===== config.mk =====
export PLATFORM = sky130hd
export DESIGN_NAME = ttg_dpath
export DESIGN_NICKNAME = d
export VERILOG_FILES = /design/src/hdl/ttg_pkg.sv /design/src/hdl/ttg_dpath.sv
export SDC_FILE = /design/constraint.sdc
export NUM_CORES = 2
export LEC_CHECK = 0
export BUFFER_PORTS_ARGS = -buffer_cell sky130_fd_sc_hd__buf_2
export CAP_MARGIN = 5
export CORE_ASPECT_RATIO = 0.9
export CORE_MARGIN = 8
export CORE_UTILIZATION = 30
export DETAILED_ROUTE_END_ITERATION = 10
export HOLD_SLACK_MARGIN = 0.15
export PLACE_DENSITY = 0.46
export SETUP_SLACK_MARGIN = 0.4
export SLEW_MARGIN = 0
export SYNTH_ARGS = -nofsm -noshare
export SYNTH_HDL_FRONTEND = slang
export SYNTH_SLANG_ARGS = --single-unit
export TNS_END_PERCENT = 10

===== constraint.sdc =====
create_clock -name clock -period 12.56 [get_ports clock]
set_clock_uncertainty 0.05 [all_clocks]
set_input_delay 0.628 -clock clock [delete_from_list [all_inputs] [get_ports clock]]
set_output_delay 0.628 -clock clock [all_outputs]
set_load 0.1 [all_outputs]

===== src/hdl/ttg_pkg.sv =====
// Shared types and constants of the triangle tangent generator.
// No dependencies; every other file of the block imports this package.
`timescale 1ns / 1ps

package ttg_pkg;

   localparam int REF_COORD_W  = 16;
   localparam int THRESH_W     = 20;
   localparam logic [THRESH_W-1:0] THRESH_RESET = 20'd17;
   localparam int EDGE_W       = 17;
   localparam int PROD_W       = 35;
   localparam int MUL_W        = 31;
   localparam int SUM_W        = 62;
   localparam int MAG_W        = 30;
   localparam int SHIFT_W      = 3;
   localparam int LEN_W        = 31;
   localparam int FRAC_SHIFT   = 15;
   localparam int DIV_W        = 16;
   localparam int NUM_W        = MAG_W + DIV_W;
   localparam int REM_W        = LEN_W + 2;
   localparam int OUT_W        = 16;
   localparam int N_AXES       = 3;
   localparam int AXIS_W       = 2;
   localparam int N_EDGE_PROD  = 8;
   localparam int N_SQUARES    = 3;
   localparam int SQRT_STEPS   = 31;
   localparam int CNT_W        = 5;
   localparam logic [OUT_W-1:0] UNIT_ONE = 16'd16384;
   localparam logic [SUM_W-1:0] SQRT_TOP = SUM_W'(1) << (SUM_W - 2);

   localparam logic [1:0] SLOT_FIRST  = 2'd0;
   localparam logic [1:0] SLOT_SECOND = 2'd1;
   localparam logic [1:0] SLOT_THIRD  = 2'd2;

   typedef enum logic [3:0] {
      M_DET_A,
      M_DET_B,
      M_TX_A,
      M_TX_B,
      M_TY_A,
      M_TY_B,
      M_TZ_A,
      M_TZ_B,
      M_SQ_0,
      M_SQ_1,
      M_SQ_2
   } mul_code_type;

   typedef struct packed {
      logic              load_v0;
      logic              load_v1;
      logic              load_v2;
      logic              mul_en;
      mul_code_type      mul_code;
      logic              acc_en;
      mul_code_type      acc_code;
      logic              mag_en;
      logic              norm_en;
      logic              sqrt_init;
      logic              sqrt_en;
      logic              div_init;
      logic              div_en;
      logic              div_write;
      logic [AXIS_W-1:0] div_sel;
      logic              out_load;
   } ttg_cmd_type;

   typedef struct packed {
      logic fallback;
      logic out_free;
   } ttg_stat_type;

endpackage


===== src/hdl/ttg_dpath.sv =====
// Datapath: vertex store, edges, shared multiplier, bit-serial square root,
// restoring divider and output register. Depends on ttg_pkg.
`timescale 1ns / 1ps

module ttg_dpath import ttg_pkg::*; #(
   parameter int COORD_WIDTH = 16
) (
   input  logic                          clock,
   input  logic                          reset,
   input  ttg_cmd_type                   cmd,
   output ttg_stat_type                  stat,
   input  logic signed [COORD_WIDTH-1:0] in_pos [N_AXES],
   input  logic signed [COORD_WIDTH-1:0] in_tex [2],
   input  logic                          csr_we,
   input  logic [THRESH_W-1:0]           csr_wdata,
   input  logic                          rsp_ready,
   output logic                          rsp_valid,
   output logic signed [OUT_W-1:0]       rsp_tan [N_AXES],
   output logic                          rsp_degenerate
);

   localparam int DIFF_W     = COORD_WIDTH + 1;
   localparam int EDGE_SHIFT = (COORD_WIDTH > REF_COORD_W) ? COORD_WIDTH - REF_COORD_W : 0;

   function automatic logic signed [EDGE_W-1:0] edge_diff(
      input logic signed [COORD_WIDTH-1:0] a,
      input logic signed [COORD_WIDTH-1:0] b
   );
      logic signed [DIFF_W-1:0] d;
      d = DIFF_W'(a) - DIFF_W'(b);
      return EDGE_W'(d >>> EDGE_SHIFT);
   endfunction

   logic signed [COORD_WIDTH-1:0] v0_pos_ff [N_AXES];
   logic signed [COORD_WIDTH-1:0] v1_pos_ff [N_AXES];
   logic signed [COORD_WIDTH-1:0] v0_tex_ff [2];
   logic signed [COORD_WIDTH-1:0] v1_tex_ff [2];
   logic signed [EDGE_W-1:0]      e1_ff [N_AXES];
   logic signed [EDGE_W-1:0]      e2_ff [N_AXES];
   logic signed [EDGE_W-1:0]      du1_ff, dv1_ff, du2_ff, dv2_ff;

   logic signed [MUL_W-1:0]       mul_a, mul_b;
   logic signed [SUM_W-1:0]       prod_ff;
   logic signed [PROD_W-1:0]      prod_lo;
   logic signed [PROD_W-1:0]      acc_ff, det_ff;
   logic signed [PROD_W-1:0]      t_ff [N_AXES];
   logic [SUM_W-1:0]              sum_ff;

   logic                          det_neg;
   logic [PROD_W-1:0]             det_abs;
   logic [PROD_W-1:0]             tmag [N_AXES];
   logic [PROD_W-1:0]             mag_ff [N_AXES];
   logic [N_AXES-1:0]             neg_ff;
   logic                          det_small_ff;
   logic [PROD_W-1:0]             mag_or;
   logic [SHIFT_W-1:0]            sh;
   logic [MAG_W-1:0]              nmag_ff [N_AXES];
   logic                          fallback_in, fb_ff;

   logic [SUM_W-1:0]              x_ff, res_ff, bit_ff, rb;
   logic [LEN_W-1:0]              len;
   logic [LEN_W:0]                dvs;
   logic [NUM_W-1:0]              num;
   logic [REM_W-1:0]              rem_ff, trial;
   logic [DIV_W-1:0]              num_ff, q_ff, qc;
   logic signed [OUT_W-1:0]       tan_ff [N_AXES];

   logic [THRESH_W-1:0]           thr_ff;
   logic                          rsp_valid_ff;
   logic signed [OUT_W-1:0]       rsp_tan_ff [N_AXES];
   logic                          rsp_deg_ff;

   // shared multiplier operand select
   always_comb begin
      mul_a = '0;
      mul_b = '0;
      unique case (cmd.mul_code)
         M_DET_A: begin mul_a = MUL_W'(du1_ff); mul_b = MUL_W'(dv2_ff); end
         M_DET_B: begin mul_a = MUL_W'(du2_ff); mul_b = MUL_W'(dv1_ff); end
         M_TX_A:  begin mul_a = MUL_W'(dv2_ff); mul_b = MUL_W'(e1_ff[0]); end
         M_TX_B:  begin mul_a = MUL_W'(dv1_ff); mul_b = MUL_W'(e2_ff[0]); end
         M_TY_A:  begin mul_a = MUL_W'(dv2_ff); mul_b = MUL_W'(e1_ff[1]); end
         M_TY_B:  begin mul_a = MUL_W'(dv1_ff); mul_b = MUL_W'(e2_ff[1]); end
         M_TZ_A:  begin mul_a = MUL_W'(dv2_ff); mul_b = MUL_W'(e1_ff[2]); end
         M_TZ_B:  begin mul_a = MUL_W'(dv1_ff); mul_b = MUL_W'(e2_ff[2]); end
         M_SQ_0:  begin mul_a = {1'b0, nmag_ff[0]}; mul_b = {1'b0, nmag_ff[0]}; end
         M_SQ_1:  begin mul_a = {1'b0, nmag_ff[1]}; mul_b = {1'b0, nmag_ff[1]}; end
         M_SQ_2:  begin mul_a = {1'b0, nmag_ff[2]}; mul_b = {1'b0, nmag_ff[2]}; end
         default: begin mul_a = '0; mul_b = '0; end
      endcase
   end

   assign prod_lo = prod_ff[PROD_W-1:0];

   // magnitudes, sign of det folded into the component signs
   always_comb begin
      det_neg = det_ff[PROD_W-1];
      det_abs = det_neg ? PROD_W'(-det_ff) : PROD_W'(det_ff);
      for (int i = 0; i < N_AXES; i++) begin
         tmag[i] = t_ff[i][PROD_W-1] ? PROD_W'(-t_ff[i]) : PROD_W'(t_ff[i]);
      end
   end

   // normalizing shift from the highest set bit of the largest magnitude
   always_comb begin
      mag_or = mag_ff[0] | mag_ff[1] | mag_ff[2];
      sh     = '0;
      for (int k = MAG_W; k < PROD_W; k++) begin
         if (mag_or[k]) sh = SHIFT_W'(k - MAG_W + 1);
      end
      fallback_in = det_small_ff || (mag_or == '0);
   end

   assign rb    = res_ff + bit_ff;
   assign len   = res_ff[LEN_W-1:0];
   assign dvs   = {len, 1'b0};
   assign num   = NUM_W'({nmag_ff[cmd.div_sel], {FRAC_SHIFT{1'b0}}}) + NUM_W'(len);
   assign trial = {rem_ff[REM_W-2:0], num_ff[DIV_W-1]};
   assign qc    = (q_ff > UNIT_ONE) ? UNIT_ONE : q_ff;

   always_ff @(posedge clock) begin
      if (cmd.load_v0) begin
         v0_pos_ff <= in_pos;
         v0_tex_ff <= in_tex;
      end
      if (cmd.load_v1) begin
         v1_pos_ff <= in_pos;
         v1_tex_ff <= in_tex;
      end
      if (cmd.load_v2) begin
         for (int i = 0; i < N_AXES; i++) begin
            e1_ff[i] <= edge_diff(v1_pos_ff[i], v0_pos_ff[i]);
            e2_ff[i] <= edge_diff(in_pos[i], v0_pos_ff[i]);
         end
         du1_ff <= edge_diff(v1_tex_ff[0], v0_tex_ff[0]);
         dv1_ff <= edge_diff(v1_tex_ff[1], v0_tex_ff[1]);
         du2_ff <= edge_diff(in_tex[0], v0_tex_ff[0]);
         dv2_ff <= edge_diff(in_tex[1], v0_tex_ff[1]);
      end
      if (cmd.mul_en) prod_ff <= mul_a * mul_b;
      if (cmd.acc_en) begin
         unique case (cmd.acc_code)
            M_DET_A, M_TX_A, M_TY_A, M_TZ_A: acc_ff <= prod_lo;
            M_DET_B:          det_ff  <= acc_ff - prod_lo;
            M_TX_B:           t_ff[0] <= acc_ff - prod_lo;
            M_TY_B:           t_ff[1] <= acc_ff - prod_lo;
            M_TZ_B:           t_ff[2] <= acc_ff - prod_lo;
            M_SQ_0:           sum_ff  <= $unsigned(prod_ff);
            M_SQ_1, M_SQ_2:   sum_ff  <= sum_ff + $unsigned(prod_ff);
            default:          acc_ff  <= acc_ff;
         endcase
      end
      if (cmd.mag_en) begin
         for (int i = 0; i < N_AXES; i++) begin
            mag_ff[i] <= tmag[i];
            neg_ff[i] <= t_ff[i][PROD_W-1] ^ det_neg;
         end
         det_small_ff <= det_abs < PROD_W'(thr_ff);
      end
      if (cmd.norm_en) begin
         for (int i = 0; i < N_AXES; i++) begin
            nmag_ff[i] <= MAG_W'(mag_ff[i] >> sh);
         end
         fb_ff <= fallback_in;
      end
      if (cmd.sqrt_init) begin
         x_ff   <= sum_ff;
         res_ff <= '0;
         bit_ff <= SQRT_TOP;
      end else if (cmd.sqrt_en) begin
         if (x_ff >= rb) begin
            x_ff   <= x_ff - rb;
            res_ff <= (res_ff >> 1) + bit_ff;
         end else begin
            res_ff <= res_ff >> 1;
         end
         bit_ff <= bit_ff >> 2;
      end
      if (cmd.div_init) begin
         rem_ff <= REM_W'(num[NUM_W-1:DIV_W]);
         num_ff <= num[DIV_W-1:0];
         q_ff   <= '0;
      end else if (cmd.div_en) begin
         if (trial >= REM_W'(dvs)) begin
            rem_ff <= trial - REM_W'(dvs);
            q_ff   <= {q_ff[DIV_W-2:0], 1'b1};
         end else begin
            rem_ff <= trial;
            q_ff   <= {q_ff[DIV_W-2:0], 1'b0};
         end
         num_ff <= num_ff << 1;
      end
      if (cmd.div_write) begin
         tan_ff[cmd.div_sel] <= neg_ff[cmd.div_sel] ? -qc : qc;
      end
      if (cmd.out_load) begin
         if (fb_ff) begin
            rsp_tan_ff[0] <= UNIT_ONE;
            rsp_tan_ff[1] <= '0;
            rsp_tan_ff[2] <= '0;
         end else begin
            rsp_tan_ff <= tan_ff;
         end
         rsp_deg_ff <= fb_ff;
      end
   end

   always_ff @(posedge clock) begin
      if (reset) begin
         thr_ff       <= THRESH_RESET;
         rsp_valid_ff <= 1'b0;
      end else begin
         if (csr_we) thr_ff <= csr_wdata;
         if (cmd.out_load) begin
            rsp_valid_ff <= 1'b1;
         end else if (rsp_ready) begin
            rsp_valid_ff <= 1'b0;
         end
      end
   end

   assign stat.fallback  = fallback_in;
   assign stat.out_free  = !rsp_valid_ff || rsp_ready;
   assign rsp_valid      = rsp_valid_ff;
   assign rsp_tan        = rsp_tan_ff;
   assign rsp_degenerate = rsp_deg_ff;

endmodule


==> impl_metrics.toml <==
[floorplan]
start_util_pct = 30.1
ios = 179
die_x_um = 631
rows = 203
fp.dieArea_um2 = 360000
coreArea_um2 = 339000
die_h_um = 570

[sta]
hold_viol = 0
fmax_mhz = 91.7
timing.setup.tns_ns = 0
finalMaxSlewViolations = 0
setup_viol = 0
fin_crit_sh_pct = 86.8
tightest_slew_ns = 1.42
rsz0062_at_grt = "false"
layout_min_cycle_time_ns = 10.91
slew_headroom_pct = 5.12

[setup_path]
crit_type = "in -> reg"
rr_worst_depth = 32
start_kind = "input port"
critPathRequiredTime_ns = 13.01
crit_fanout = 19
cp-end-kind = "register"
critPathSlowestCell = "nand4b_1"
slowest_delay_ns = 0.84
crit_top_cell = "fa_1"
worstPathArrival_ns = 11.36

[cells_and_area]
nets = 12600
nFillCells = 34700
drive_gt1_share_pct = 6.53
area_growth_pct = 12.4

[drt]
drt-initial-drc-count = 6985
vias = 77600
wire_per_inst_um = 23.3
drcViolationCount = 0
dr.pass1.iters = 8
vias_per_cell = 5.04
totalWireLength_um = 359000
ant_nets = 0

[place]
place_hpwl_um = 287000
globalplace.congestion = 0.924
port_buffers = 178

[cts]
cts-root-buf = "clkbuf_16"
cts_buffer_depth = 4
cts_hold_buf = 123
cts_tree = "built"
cts_max_level = 4
cts-buffers-inserted = 144
clk_latency_ns = 0.88
cts_sinks = 1166
ctsResizeCount = 0
cts.reportedPaths.clkPinSlew_ns = 0.06
cts_setup_buffers = 0

[worst_hold_path]
min_delay_path_depth = 1
hold_path_class = "in -> reg"

[global_route]
grt_max_degree = 101
grt_pass1_wl_um = 526000
first_global_vias = 78800
antenna_found_initial = 35
grt_usage_pct = 19.4
overflow = 0

[yosys]
synth_area_per_cell_um2 = 9.71
syn_area_um2 = 102000
ys_seq_elements = 1166
syn_nets = 12300
yosys_warnings = 0
yosysUniqueCellTypes = 88
synth_edf_count = 1034
syn_inst = 10500
synth_async_sr_flop_share_pct = 0
dominantRegCellSynth = "edfxtp_1"
yosysSeqAreaShare_pct = 33.0

[status]
status = "finished, final reports clean"

[job]
maxCapViolCount = 0
## final timing paths
check                       from       endpoint  slack (ns)
hold / removal           cmd[21]  v1_pos_ff[12]        0.24
setup / recovery         cmd[17]    prod_ff[60]        1.65
hold reg to reg      t_ff[0][70]  mag_ff[0][70]        0.46
setup reg to reg  nmag_ff[1][14]    prod_ff[60]        1.69
## metal layers
layer,wire length [µm],track usage [%]
met3,23800,3.40
met2,158000,30.5
met1,166000,27.4
met5,80,0
met4,12200,5.88
## flip-flops by register name (all words and copies together), names as in the netlist, 62 cells and up
signal,cells
prod_ff,62
res_ff,62
nmag_ff,90
sum_ff,62
mag_ff,105
x_ff,62
t_ff,105
## cell type report
class                      instances  area, µm²  area share, %
tap                             4510       5640           4.91
inverter                        1528       5740           4.99
sequential                      1166      33700           29.3
multi-input combinational       7440      61500           53.5
clock inverter                    67        656          0.571
antenna                           11       27.5         0.0240
clock buffer                     180       4010           3.49
timing repair buffer             499       3650           3.17
## kinds of logic (layout without fill, tap and decap cells)
group	after synthesis	after routing	share of synthesized area [%]
AND/OR/NAND/NOR	3103	3103	13.2
buffers and inverters	1924	2274	7.09
AO/OA/AOI/OAI	1910	1910	11.9
adder cells (fa/ha/maj)	1667	1667	28.0
flip-flops	1166	1166	33.0
XOR/XNOR	549	549	4.70
multiplexers	211	211	2.10
other	0	11	0
## critical path, delay by kind of cell
kind,cells,cell delay [ns]
AOI/OAI and AO/OA,10,2.74
xor gates and xnor gates,1,0.12
adders and majority gates,9,4.47
buffers and inverters,8,1.07
and+or+nand+nor,7,2.29
## cell usage after synthesis, types with 40 or more instances
library cell | instances | share of area (%)
inv_1 | 1527 | 5.6
nand2_1 | 1377 | 5.1
edfxtp_1 | 1034 | 30
fa_1 | 1033 | 20
nor2_1 | 940 | 3.5
ha_1 | 634 | 7.8
o21ai_0 | 509 | 2.5
a21oi_1 | 464 | 2.3
xnor2_1 | 388 | 3.3
clkbuf_1 | 357 | 1.3
mux2i_1 | 185 | 1.8
a21o_1 | 165 | 1.2
xor2_1 | 161 | 1.4
dfxtp_1 | 132 | 2.6
nor2b_1 | 122 | 0.75
nand3_1 | 114 | 0.56
nor3_1 | 105 | 0.51
a31oi_1 | 103 | 0.63
a211oi_1 | 82 | 0.60
nand4_1 | 81 | 0.50
a22oi_1 | 79 | 0.58
a21boi_0 | 69 | 0.51
o31ai_1 | 68 | 0.50
nand2b_1 | 65 | 0.40
o21a_1 | 59 | 0.43
and2_1 | 52 | 0.32
o21bai_1 | 52 | 0.38
nor4_1 | 47 | 0.29
or3_1 | 40 | 0.24
## per-stage QoR
stage / hold WS, ns / area [µm²] / setup WS [ns] / utilization (%) / cells
after floorplan: 0.393 / 102000 / 2.43 / - / 10500
after global placement: 0.426 / 109000 / 0.560 / 32.1 / 15000
after detailed placement: 0.435 / 109000 / 0.923 / 32.1 / 15000
after CTS: 0.167 / 115000 / 1.69 / 33.8 / 15400
after global routing: 0.220 / 115000 / 1.13 / 33.8 / 15400
final: 0.237 / 115000 / 1.65 / 33.9 / 15400
## cells in the final DEF (no fill, tap or decap), types with 26 or more instances in the layout
| master | netlist | routed |
|---|---|---|
| nand2b_1 | 65 | 64 |
| a222oi_1 | 30 | 30 |
| and3_1 | 37 | 36 |
| and2_1 | 52 | 52 |
| or3_1 | 40 | 40 |
| or4_1 | 35 | 35 |
| o21bai_1 | 52 | 52 |
| nor4_1 | 47 | 46 |
| a21o_1 | 165 | 165 |
| clkbuf_16 | 0 | 154 |
| nand4_1 | 81 | 81 |
| a31oi_1 | 103 | 103 |
| dlygate4sd3_1 | 0 | 123 |
| o21a_1 | 59 | 58 |
| a22oi_1 | 79 | 79 |
| nand2_1 | 1377 | 1373 |
| fa_1 | 1033 | 1033 |
| nor3_1 | 105 | 98 |
| mux2_2 | 26 | 26 |
| nor2_1 | 940 | 927 |
| nand3_1 | 114 | 114 |
| a21boi_0 | 69 | 69 |
| a211oi_1 | 82 | 82 |
| ha_1 | 634 | 634 |
| xor2_1 | 161 | 161 |
| nor2b_1 | 122 | 121 |
| dfxtp_1 | 132 | 132 |
| xnor2_1 | 388 | 385 |
| buf_2 | 9 | 171 |
| buf_4 | 4 | 202 |
| mux2i_1 | 185 | 185 |
| o21ai_0 | 509 | 502 |
| o31ai_1 | 68 | 68 |
| a21oi_1 | 464 | 463 |
| inv_1 | 1527 | 1527 |
| edfxtp_1 | 1034 | 1034 |
Power is left out: the tool's default activity adds up to more than one toggle a clock period on the data nets, which glitch-free logic cannot reach.
