`config.mk`:
```
export PLATFORM = sky130hd
export DESIGN_NAME = ttg_ctrl
export DESIGN_NICKNAME = d
export VERILOG_FILES = /design/src/hdl/ttg_pkg.sv /design/src/hdl/ttg_ctrl.sv
export SDC_FILE = /design/constraint.sdc
export NUM_CORES = 1
export LEC_CHECK = 0
export ABC_AREA = 1
export ABC_CLOCK_PERIOD_IN_PS = 1700
export BUFFER_PORTS_ARGS = -buffer_cell sky130_fd_sc_hd__buf_2
export CAP_MARGIN = 20
export CORE_MARGIN = 8
export CORE_UTILIZATION = 49
export CTS_BUF_LIST = sky130_fd_sc_hd__clkbuf_8
export DETAILED_ROUTE_END_ITERATION = 6
export GPL_ROUTABILITY_DRIVEN = 1
export PLACE_DENSITY = 0.81
export SETUP_SLACK_MARGIN = 0.3
export SLEW_MARGIN = 20
export SYNTH_ARGS = -nofsm -noshare
export SYNTH_HDL_FRONTEND = slang
export SYNTH_SLANG_ARGS = --single-unit
```
`constraint.sdc`:
```
create_clock -name clock -period 1.7 [get_ports clock]
set_input_delay 0.17 -clock clock [delete_from_list [all_inputs] [get_ports clock]]
set_output_delay 0.17 -clock clock [all_outputs]
set_load 0.005 [all_outputs]
```
`src/hdl/ttg_pkg.sv`:
```
// Shared types and constants of the triangle tangent generator.
// No dependencies; every other file of the block imports this package.
`timescale 1ns / 1ps

package ttg_pkg;

   localparam int REF_COORD_W  = 16;
   localparam int THRESH_W     = 20;
   localparam logic [THRESH_W-1:0] THRESH_RESET = 20'd17;
   localparam int EDGE_W       = 17;
   localparam int PROD_W       = 35;
   localparam int MUL_W        = 31;
   localparam int SUM_W        = 62;
   localparam int MAG_W        = 30;
   localparam int SHIFT_W      = 3;
   localparam int LEN_W        = 31;
   localparam int FRAC_SHIFT   = 15;
   localparam int DIV_W        = 16;
   localparam int NUM_W        = MAG_W + DIV_W;
   localparam int REM_W        = LEN_W + 2;
   localparam int OUT_W        = 16;
   localparam int N_AXES       = 3;
   localparam int AXIS_W       = 2;
   localparam int N_EDGE_PROD  = 8;
   localparam int N_SQUARES    = 3;
   localparam int SQRT_STEPS   = 31;
   localparam int CNT_W        = 5;
   localparam logic [OUT_W-1:0] UNIT_ONE = 16'd16384;
   localparam logic [SUM_W-1:0] SQRT_TOP = SUM_W'(1) << (SUM_W - 2);

   localparam logic [1:0] SLOT_FIRST  = 2'd0;
   localparam logic [1:0] SLOT_SECOND = 2'd1;
   localparam logic [1:0] SLOT_THIRD  = 2'd2;

   typedef enum logic [3:0] {
      M_DET_A,
      M_DET_B,
      M_TX_A,
      M_TX_B,
      M_TY_A,
      M_TY_B,
      M_TZ_A,
      M_TZ_B,
      M_SQ_0,
      M_SQ_1,
      M_SQ_2
   } mul_code_type;

   typedef struct packed {
      logic              load_v0;
      logic              load_v1;
      logic              load_v2;
      logic              mul_en;
      mul_code_type      mul_code;
      logic              acc_en;
      mul_code_type      acc_code;
      logic              mag_en;
      logic              norm_en;
      logic              sqrt_init;
      logic              sqrt_en;
      logic              div_init;
      logic              div_en;
      logic              div_write;
      logic [AXIS_W-1:0] div_sel;
      logic              out_load;
   } ttg_cmd_type;

   typedef struct packed {
      logic fallback;
      logic out_free;
   } ttg_stat_type;

endpackage

```
`src/hdl/ttg_ctrl.sv`:
```
// Sequencer of the tangent generator: vertex count, step counters, commands.
// Depends on ttg_pkg for the command and status structs.
`timescale 1ns / 1ps

module ttg_ctrl import ttg_pkg::*; (
   input  logic         clock,
   input  logic         reset,
   input  logic         req_valid,
   output logic         req_ready,
   input  ttg_stat_type stat,
   output ttg_cmd_type  cmd
);

   typedef enum logic [9:0] {
      S_IDLE = 10'b00_0000_0001,
      S_MUL  = 10'b00_0000_0010,
      S_MAG  = 10'b00_0000_0100,
      S_NORM = 10'b00_0000_1000,
      S_SQR  = 10'b00_0001_0000,
      S_SQRT = 10'b00_0010_0000,
      S_DIVI = 10'b00_0100_0000,
      S_DIV  = 10'b00_1000_0000,
      S_DIVW = 10'b01_0000_0000,
      S_OUT  = 10'b10_0000_0000
   } state_type;

   state_type         state_ff, state_in;
   logic [CNT_W-1:0]  cnt_ff, cnt_in;
   logic [AXIS_W-1:0] comp_ff, comp_in;
   logic [1:0]        slot_ff, slot_in;

   always_comb begin
      state_in  = state_ff;
      cnt_in    = cnt_ff;
      comp_in   = comp_ff;
      slot_in   = slot_ff;
      cmd       = '0;
      req_ready = 1'b0;
      unique case (state_ff)
         S_IDLE: begin
            req_ready = 1'b1;
            if (req_valid) begin
               unique case (slot_ff)
                  SLOT_FIRST: begin
                     cmd.load_v0 = 1'b1;
                     slot_in     = SLOT_SECOND;
                  end
                  SLOT_SECOND: begin
                     cmd.load_v1 = 1'b1;
                     slot_in     = SLOT_THIRD;
                  end
                  SLOT_THIRD: begin
                     cmd.load_v2 = 1'b1;
                     slot_in     = SLOT_FIRST;
                     cnt_in      = '0;
                     state_in    = S_MUL;
                  end
                  default: slot_in = SLOT_FIRST;
               endcase
            end
         end
         S_MUL: begin
            cmd.mul_en   = cnt_ff < CNT_W'(N_EDGE_PROD);
            cmd.mul_code = mul_code_type'(cnt_ff[3:0]);
            cmd.acc_en   = cnt_ff != '0;
            cmd.acc_code = mul_code_type'(cnt_ff[3:0] - 4'd1);
            if (cnt_ff == CNT_W'(N_EDGE_PROD)) begin
               cnt_in   = '0;
               state_in = S_MAG;
            end else begin
               cnt_in = cnt_ff + CNT_W'(1);
            end
         end
         S_MAG: begin
            cmd.mag_en = 1'b1;
            state_in   = S_NORM;
         end
         S_NORM: begin
            cmd.norm_en = 1'b1;
            cnt_in      = '0;
            state_in    = stat.fallback ? S_OUT : S_SQR;
         end
         S_SQR: begin
            cmd.mul_en   = cnt_ff < CNT_W'(N_SQUARES);
            cmd.mul_code = mul_code_type'(4'(M_SQ_0) + cnt_ff[3:0]);
            cmd.acc_en   = cnt_ff != '0;
            cmd.acc_code = mul_code_type'(4'(M_SQ_0) + cnt_ff[3:0] - 4'd1);
            if (cnt_ff == CNT_W'(N_SQUARES)) begin
               cnt_in   = '0;
               state_in = S_SQRT;
            end else begin
               cnt_in = cnt_ff + CNT_W'(1);
            end
         end
         S_SQRT: begin
            cmd.sqrt_init = cnt_ff == '0;
            cmd.sqrt_en   = cnt_ff != '0;
            if (cnt_ff == CNT_W'(SQRT_STEPS)) begin
               cnt_in   = '0;
               comp_in  = '0;
               state_in = S_DIVI;
            end else begin
               cnt_in = cnt_ff + CNT_W'(1);
            end
         end
         S_DIVI: begin
            cmd.div_init = 1'b1;
            cmd.div_sel  = comp_ff;
            cnt_in       = '0;
            state_in     = S_DIV;
         end
         S_DIV: begin
            cmd.div_en = 1'b1;
            if (cnt_ff == CNT_W'(DIV_W - 1)) begin
               state_in = S_DIVW;
            end else begin
               cnt_in = cnt_ff + CNT_W'(1);
            end
         end
         S_DIVW: begin
            cmd.div_write = 1'b1;
            cmd.div_sel   = comp_ff;
            if (comp_ff == AXIS_W'(N_AXES - 1)) begin
               state_in = S_OUT;
            end else begin
               comp_in  = comp_ff + AXIS_W'(1);
               state_in = S_DIVI;
            end
         end
         S_OUT: begin
            if (stat.out_free) begin
               cmd.out_load = 1'b1;
               state_in     = S_IDLE;
            end
         end
         default: state_in = S_IDLE;
      endcase
   end

   always_ff @(posedge clock) begin
      if (reset) begin
         state_ff <= S_IDLE;
         cnt_ff   <= '0;
         comp_ff  <= '0;
         slot_ff  <= SLOT_FIRST;
      end else begin
         state_ff <= state_in;
         cnt_ff   <= cnt_in;
         comp_ff  <= comp_in;
         slot_ff  <= slot_in;
      end
   end

endmodule

```
==> results of run 1 <==
## state kept, by name, indices dropped and copies added (netlist names)
register / flops
comp_ff: 2
state_ff: 10
slot_ff: 2
cnt_ff: 5
## cell usage after synthesis (all sizes together)
library cell / n / area share
a21oi: 10 / 0.033
xnor2: 1 / 0.0051
nand2: 71 / 0.20
nor3: 1 / 0.0029
o211ai: 1 / 0.0043
ha: 6 / 0.043
o21ai: 11 / 0.034
nand4: 2 / 0.0072
xor2: 2 / 0.010
o21bai: 1 / 0.0043
buf: 2 / 0.0094
clkinv: 1 / 0.0029
nand3: 27 / 0.093
inv: 49 / 0.11
dfxtp: 19 / 0.22
nor2: 78 / 0.21
nand3b: 1 / 0.0043
clkbuf: 2 / 0.0065
nor4: 1 / 0.0036
## per-layer routing
layer / wire length [microns] / up-vias / global-route usage
met2: 4502 / 384 / 0.4506
met1: 3569 / 1202 / 0.3146
met4: 1068 / 0 / 0.1770
li1: - / 1059 / -
met3: 1618 / 153 / 0.05789
met5: 0 / - / 0
## worst max-delay path by stage
stage | to | slack [ns] | cells after the start
4_1_cts | cmd[13] | -0.03 | 10
6_report | cmd[13] | -0.32 | 10
5_1_grt | cmd[13] | -0.37 | 10
2_1_floorplan | state_ff[9]$_SDFFE_PP0P_ | 0.13 | 11
3_3_place_gp | state_ff[5]$_SDFFE_PP0P_ | -0.04 | 11
3_5_place_dp | state_ff[5]$_SDFFE_PP0P_ | -0.09 | 11
## cell families after synthesis
logic type / Yosys count / synth area share
compound gates: 23 / 0.07604
simple gates: 181 / 0.5185
fa+ha+maj: 6 / 0.04345
flops: 19 / 0.2201
buf+inv: 54 / 0.1267
xor+xnor: 3 / 0.01521
## cells in the final DEF (no fill, tap or decap), drive strengths merged
cell	synthesis	routed
nand2	71	71
nand4	2	2
xnor2	1	1
buf	2	90
nor4	1	1
inv	49	50
dfxtp	19	19
nand3	27	27
ha	6	6
o21bai	1	1
o211ai	1	1
nand3b	1	1
nor3	1	1
nor2	78	78
o21ai	11	11
xor2	2	2
a21oi	10	10
clkbuf	2	3
clkinv	1	1
## worst min-delay path, stage by stage
cell	delay, ns
buf_2	0.09
inv_1	0.06
nand2_2	0.09
a21oi_2	0.06
## stage by stage
stage / power [mW] / utilization
final: 5.779 / 0.8969
after global routing: 5.886 / 0.8969
after CTS: 4.064 / 0.7783
after detailed placement: 2.730 / 0.5971
after global placement: 2.687 / 0.5971
after floorplan: 2.259 / -
## power groups by stage
| stage | sequential, mW | combinational, mW | clock (mW) |
|---|---|---|---|
| 2_1_floorplan | 0.637 | 1.62 | 0 |
| 3_3_place_gp | 0.665 | 2.02 | 0 |
| 3_5_place_dp | 0.669 | 2.06 | 0 |
| 4_1_cts | 0.686 | 3.04 | 0.333 |
| 5_1_grt | 0.735 | 4.78 | 0.374 |
| 6_report | 0.727 | 4.68 | 0.367 |
## area by class of cell
type,count,area [sq um],area share
repair buffers,90,705.7,0.2339
inverters,50,211.5,0.07010
multi-input cells,213,1575,0.5222
flip-flops and latches,19,419.2,0.1389
well taps,46,57.56,0.01908
clock buffers,3,41.29,0.01369
clock inverters,1,6.256,0.002074
## timing repair
item	CTS	global route
buffers inserted	35	16
setup endpoints to repair	42	43
pin swaps	43	40
resized for setup	96	72
==> results.md, run 1 <==
- Internal power: 2.544 mW
- CP delay by family, top: simple AND/OR/NAND/NOR gates
- Slew Limit Fails: 0
- Path category of the worst min-delay check: input pin to flip-flop
- Fin crit period: 2.017 ns
- Cell Area, Placed: 2008 sq um
- Wire per inst: 25.50 microns
- Critical path class: flip-flop to output port
- RR Startpoint: state_ff[1]$_SDFFE_PP0P_
- HPWL Detailed: 3658 microns
- Reg2Reg Depth: 11
- Peak VDD IR: 1.516 mV
- Die width: 75.39 microns
- Root buffer cell: clkbuf_8
- Setup slack after placement: -0.08562 ns
- Unrepaired setup endpoints after global routing: yes
- Placed Cells: 367
- Core ar.: 3363 sq um
- Sequential fraction of the synthesis area: 0.2201
- Detailed-route via count: 2798
- Routability cong.: 0.9708
- P_sw: 3.235 mW
- Routed wire length: 10760 microns
- Final worst path period share: 1.186
- Max frequency: 0.4958 GHz
- Hold_sp: stat[1]
- Critical Path Sink Type: output port
- Final setup margin: -0.3170 ns
- Number of hold violations in the final report: 0
- Vias in the first global route: 2412
- Clk_lat worst skew: 0.28 ns
- Htree depth: 1
- CTS clk-pin slew, worst paths: 0.10 ns
- Sequential share of power: 0.126
- Num CTS Buffers: 3
- Post-route cell area: 3017 sq um
- Largest net degree at the start of global routing: 13
- WHS: 0.2158 ns
- IO Port Bufs: 28
- CP arrival: 1.85 ns
- Status: complete, but fails checks
- Gate power share: 0.811
- # diodes: 0
- Clock Skew: 0.01620 ns
- CP cell instances: nor2_4, nand2_4, inv_4, nand2_4, inv_2, nand2_1, nand2_1, xor2_1, nor2_1, buf_2
- CTS tree: yes
- Clk buf depth: 2
- Hold Crit Depth: 4
- Sw frac: 0.5598
- WP buf/inv: 3
- # DRC: 9
- Num rows: 21
- Syn nets: 297
- Detail Route Antenna Nets: 0
- Die H: 75.39 microns
- Nets: 388
- Vias per cell: 6.630
- Tot GR Track Use: 0.2741
- FF-to-FF End: state_ff[5]$_SDFFE_PP0P_
- Grt ovf: 0
- Final Non-Filler Cells: 422
- Post-Syn Area per Cell: 6.042 sq um
- Antenna violations before repair: 0
- Cells after Synth: 286
- Synth warnings: 0
- CTS sink cnt: 19
- Failing checks: DRC, setup timing
- Synth Register Bits: 19
- Worst Setup SP: state_ff[8]$_SDFFE_PP0P_
- Cts-stage hold buffer count: 0
- MaxCap Viol Count: 0
- Layout area overhead: 74.58%
- Layout cells sized above 1: 0.6144
- Syn Std Cell Area: 1728 sq um
- Clock share of power: 0.063
- Post-synth cell types: 31
- Initial core utilization: 0.5138
- Crit path required time: 1.53 ns
- Rel. slew slack: 0.5773
- Fillers: 134
- CP max FO: 4
- Final setup violation count: 37
- Die ar.: 5683 sq um
- Iter 0 DRT Violations: 569
- Slew @ Worst Pin: 0.6333 ns
- First-pass GRT wire length: 11960 microns
- Worst path max stage delay: 0.37 ns
- Hold path endpoint: state_ff[4]$_SDFFE_PP0P_
- Pleak: 1.447 nW
- R2R setup slack: -0.30 ns
- 1st-pass router iterations: 7
- I/O Pins: 29
- Crit start category: flip-flop
- Critical-path top delay cell: dfxtp_4
- Setup TNS: -6.047 ns
- PwrDens: 1916 nW/um^2
Power figures use the tool's default switching activity.
==> inputs of run 2 (changes only) <==
--- a/config.mk
+++ b/config.mk
@@ -14,7 +14,8 @@
 export CTS_BUF_LIST = sky130_fd_sc_hd__clkbuf_8
 export DETAILED_ROUTE_END_ITERATION = 6
 export GPL_ROUTABILITY_DRIVEN = 1
-export PLACE_DENSITY = 0.81
+export HOLD_SLACK_MARGIN = 0.1
+export PLACE_DENSITY_LB_ADDON = 0.1
 export SETUP_SLACK_MARGIN = 0.3
 export SLEW_MARGIN = 20
 export SYNTH_ARGS = -nofsm -noshare
==> results.md, run 2 (synthesis results as in run 1) <==
- Total power draw: 5.032 mW (-13%)
- Sw frac: 0.5326 (-0.02721)
- Peak VDD IR: 1.731 mV (+14%)
- Status: complete, but fails checks
- CP delay by family, top: simple AND/OR/NAND/NOR gates
- Num CTS Buffers: 3 (unchanged)
- CTS clk-pin slew, worst paths: 0.09 ns (about the same)
- Number of flip-flops in the largest register: 10 (unchanged)
- Post-route cell area: 2935 sq um (-2.7%)
- Clk_lat worst skew: 0.28 ns (about the same)
- Layout cells sized above 1: 0.5936 (-0.02078)
- Iter 0 DRT Violations: 283 (-50%)
- Grt ovf: 0 (unchanged)
- CP cell instances: nor2_4, nand2_4, inv_4, nand2_4, inv_2, nand2_1, nand2_1, xor2_1, nor2_1, buf_2
- WP buf/inv: 3 (unchanged)
- Biggest register: state_ff
- PwrDens: 1714 nW/um^2 (-11%)
- Cell Area, Placed: 2001 sq um (-0.37%)
- Largest net degree at the start of global routing: 13 (unchanged)
- Most common cell after layout, fill and taps aside: nor2_1
- Detail Route Antenna Nets: 0 (unchanged)
- Pleak: 1.419 nW (-1.9%)
- Critical Path Sink Type: output port
- Internal power: 2.352 mW (-7.5%)
- Slew @ Worst Pin: 0.5588 ns (-0.07454 ns)
- Final worst path period share: 1.154 (-0.03247)
- Clock Skew: 0.01466 ns (-0.001536 ns)
- Final Non-Filler Cells: 420 (-0.47%)
- Layout area overhead: 69.88%
- Failing checks: setup timing
- RR Startpoint: cnt_ff[4]$_SDFFE_PP0P_
- Routed wire length: 7927 microns (-26%)
- Core ar.: 3363 sq um (unchanged)
- Antenna violations before repair: 0 (unchanged)
- Root buffer cell: clkbuf_8
- IO Port Bufs: 28 (unchanged)
- Hold path endpoint: state_ff[6]$_SDFFE_PP0P_
- Initial core utilization: 0.5138 (unchanged)
- Setup TNS: -2.861 ns (+3.185 ns)
- Placed Cells: 366 (-0.27%)
- Die width: 75.39 microns (unchanged)
- CTS sink cnt: 19 (unchanged)
- Slew Limit Fails: 0 (unchanged)
- Path category of the worst min-delay check: input pin to flip-flop
- Critical-path top delay cell: dfxtp_4
- Largest regs: state_ff (10), cnt_ff (5)
- Detailed-route via count: 2373 (-15%)
- Htree depth: 1 (unchanged)
- Most frequent cells in the layout: nor2_1, nand2_1, buf_4
- Reg2Reg Depth: 8 (-3)
- Gate power share: 0.789 (-0.022)
- WP depth: 10 (unchanged)
- Hold_sp: reset
- Critical path class: flip-flop to output port
- Num rows: 21 (unchanged)
- Wire per inst: 18.87 microns (-26%)
- Crit start category: flip-flop
- # DRC: 0 (-9)
- Die H: 75.39 microns (unchanged)
- First-pass GRT wire length: 10260 microns (-14%)
- # diodes: 0 (unchanged)
- Tot GR Track Use: 0.2334 (-0.04074)
- HPWL Detailed: 3716 microns (+1.6%)
- Nets: 386 (-0.52%)
- CTS tree: yes
- 1st-pass router iterations: 5 (-2)
- CP arrival: 1.79 ns (-0.06 ns)
- Number of hold violations in the final report: 0 (unchanged)
- Rel. slew slack: 0.6271 (+0.04975)
- Final setup margin: -0.2618 ns (+0.05521 ns)
- Clk buf depth: 2 (unchanged)
- Unrepaired setup endpoints after global routing: yes
- Vias per cell: 5.650 (-15%)
- Sequential share of power: 0.142 (+0.016)
- Fin crit period: 1.962 ns (-0.05521 ns)
- I/O Pins: 29 (unchanged)
- P_sw: 2.680 mW (-17%)
- CP max FO: 4 (unchanged)
- FF-to-FF End: state_ff[5]$_SDFFE_PP0P_
- Clock share of power: 0.069 (+0.006)
- Crit path required time: 1.53 ns (about the same)
- Routability cong.: 0.9160 (-5.6%)
- Max frequency: 0.5097 GHz (+2.8%)
- Die ar.: 5683 sq um (unchanged)
- Worst path max stage delay: 0.38 ns (about the same)
- Vias in the first global route: 2205 (-8.6%)
- R2R setup slack: -0.21 ns (+0.09 ns)
- MaxCap Viol Count: 0 (unchanged)
- Final setup violation count: 30 (-19%)
- Hold Crit Depth: 2 (-2)
-- run 2: cell types whose count changed in the layout (fill, tap and decap cells not counted), moves of 4 or more --
cell | before | now
nand3_1 | 10 | 14
nand2_4 | 20 | 14
nand2_1 | 35 | 39
buf_4 | 42 | 38
nor2_1 | 48 | 42
nor2_2 | 9 | 18
-- run 2: per-stage QoR --
step	utilization	worst slack (ns)	hold WS, ns
after floorplan	-	0.1328	0.3448
after global placement	0.5949	-0.05179	0.4538
after detailed placement	0.5949	-0.08045	0.4470
after CTS	0.7932	-0.01291	0.1714
after global routing	0.8728	-0.3445	0.2301
final	0.8728	-0.2618	0.2198
-- run 2: final cells by class --
class / count / area [sq um]
inverters: 50 / 214.0
fillers: 174 / 427.9
multi-input cells: 213 / 1501
clock inverters: 1 / 6.256
flip-flops and latches: 19 / 414.1
clock buffers: 3 / 41.29
well taps: 46 / 57.56
repair buffers: 88 / 700.7
-- run 2: per-layer routing --
layer  wire length, microns  global-route usage  vias to the layer above
met5                      0                   0                        -
met4                    356             0.09382                        0
met3                    667             0.03026                       41
met2                   3830              0.4209                      180
met1                   3073              0.2696                     1091
li1                       -                   -                     1061
-- run 2: worst register-to-register path, delay by kind of cell (launching register included) --
| kind | cells | cell delay (ns) |
|---|---|---|
| AND/OR/NAND/NOR | 7 | 1.34 |
| buffers and inverters | 1 | 0.10 |
| flip-flops | 1 | 0.38 |
-- run 2: timing repair --
action	in CTS	in global routing
pin swaps	28	19
hold buffers	0	0
resized for setup	89	58
buffers inserted	40	10
endpoints found under the setup margin	42	43
-- run 2: power groups by stage --
stage / clock network [mW] / logic, mW / registers [mW]
finish: 0.349 / 3.97 / 0.713
global route: 0.358 / 4.17 / 0.721
CTS: 0.329 / 3.02 / 0.684
detailed placement: 0 / 2.01 / 0.664
global placement: 0 / 1.99 / 0.664
floorplan: 0 / 1.62 / 0.637
-- run 2: how the worst max path moves through the flow --
stage,startpoint,to,slack (ns)
after floorplan,cnt_ff[0]$_SDFFE_PP0P_,state_ff[9]$_SDFFE_PP0P_,0.13
after global placement,cnt_ff[1]$_SDFFE_PP0P_,state_ff[5]$_SDFFE_PP0P_,-0.05
after detailed placement,cnt_ff[1]$_SDFFE_PP0P_,state_ff[5]$_SDFFE_PP0P_,-0.08
after CTS,state_ff[1]$_SDFFE_PP0P_,cmd[13],-0.01
after global routing,cnt_ff[4]$_SDFFE_PP0P_,state_ff[5]$_SDFFE_PP0P_,-0.34
final,state_ff[6]$_SDFFE_PP0P_,cmd[13],-0.26
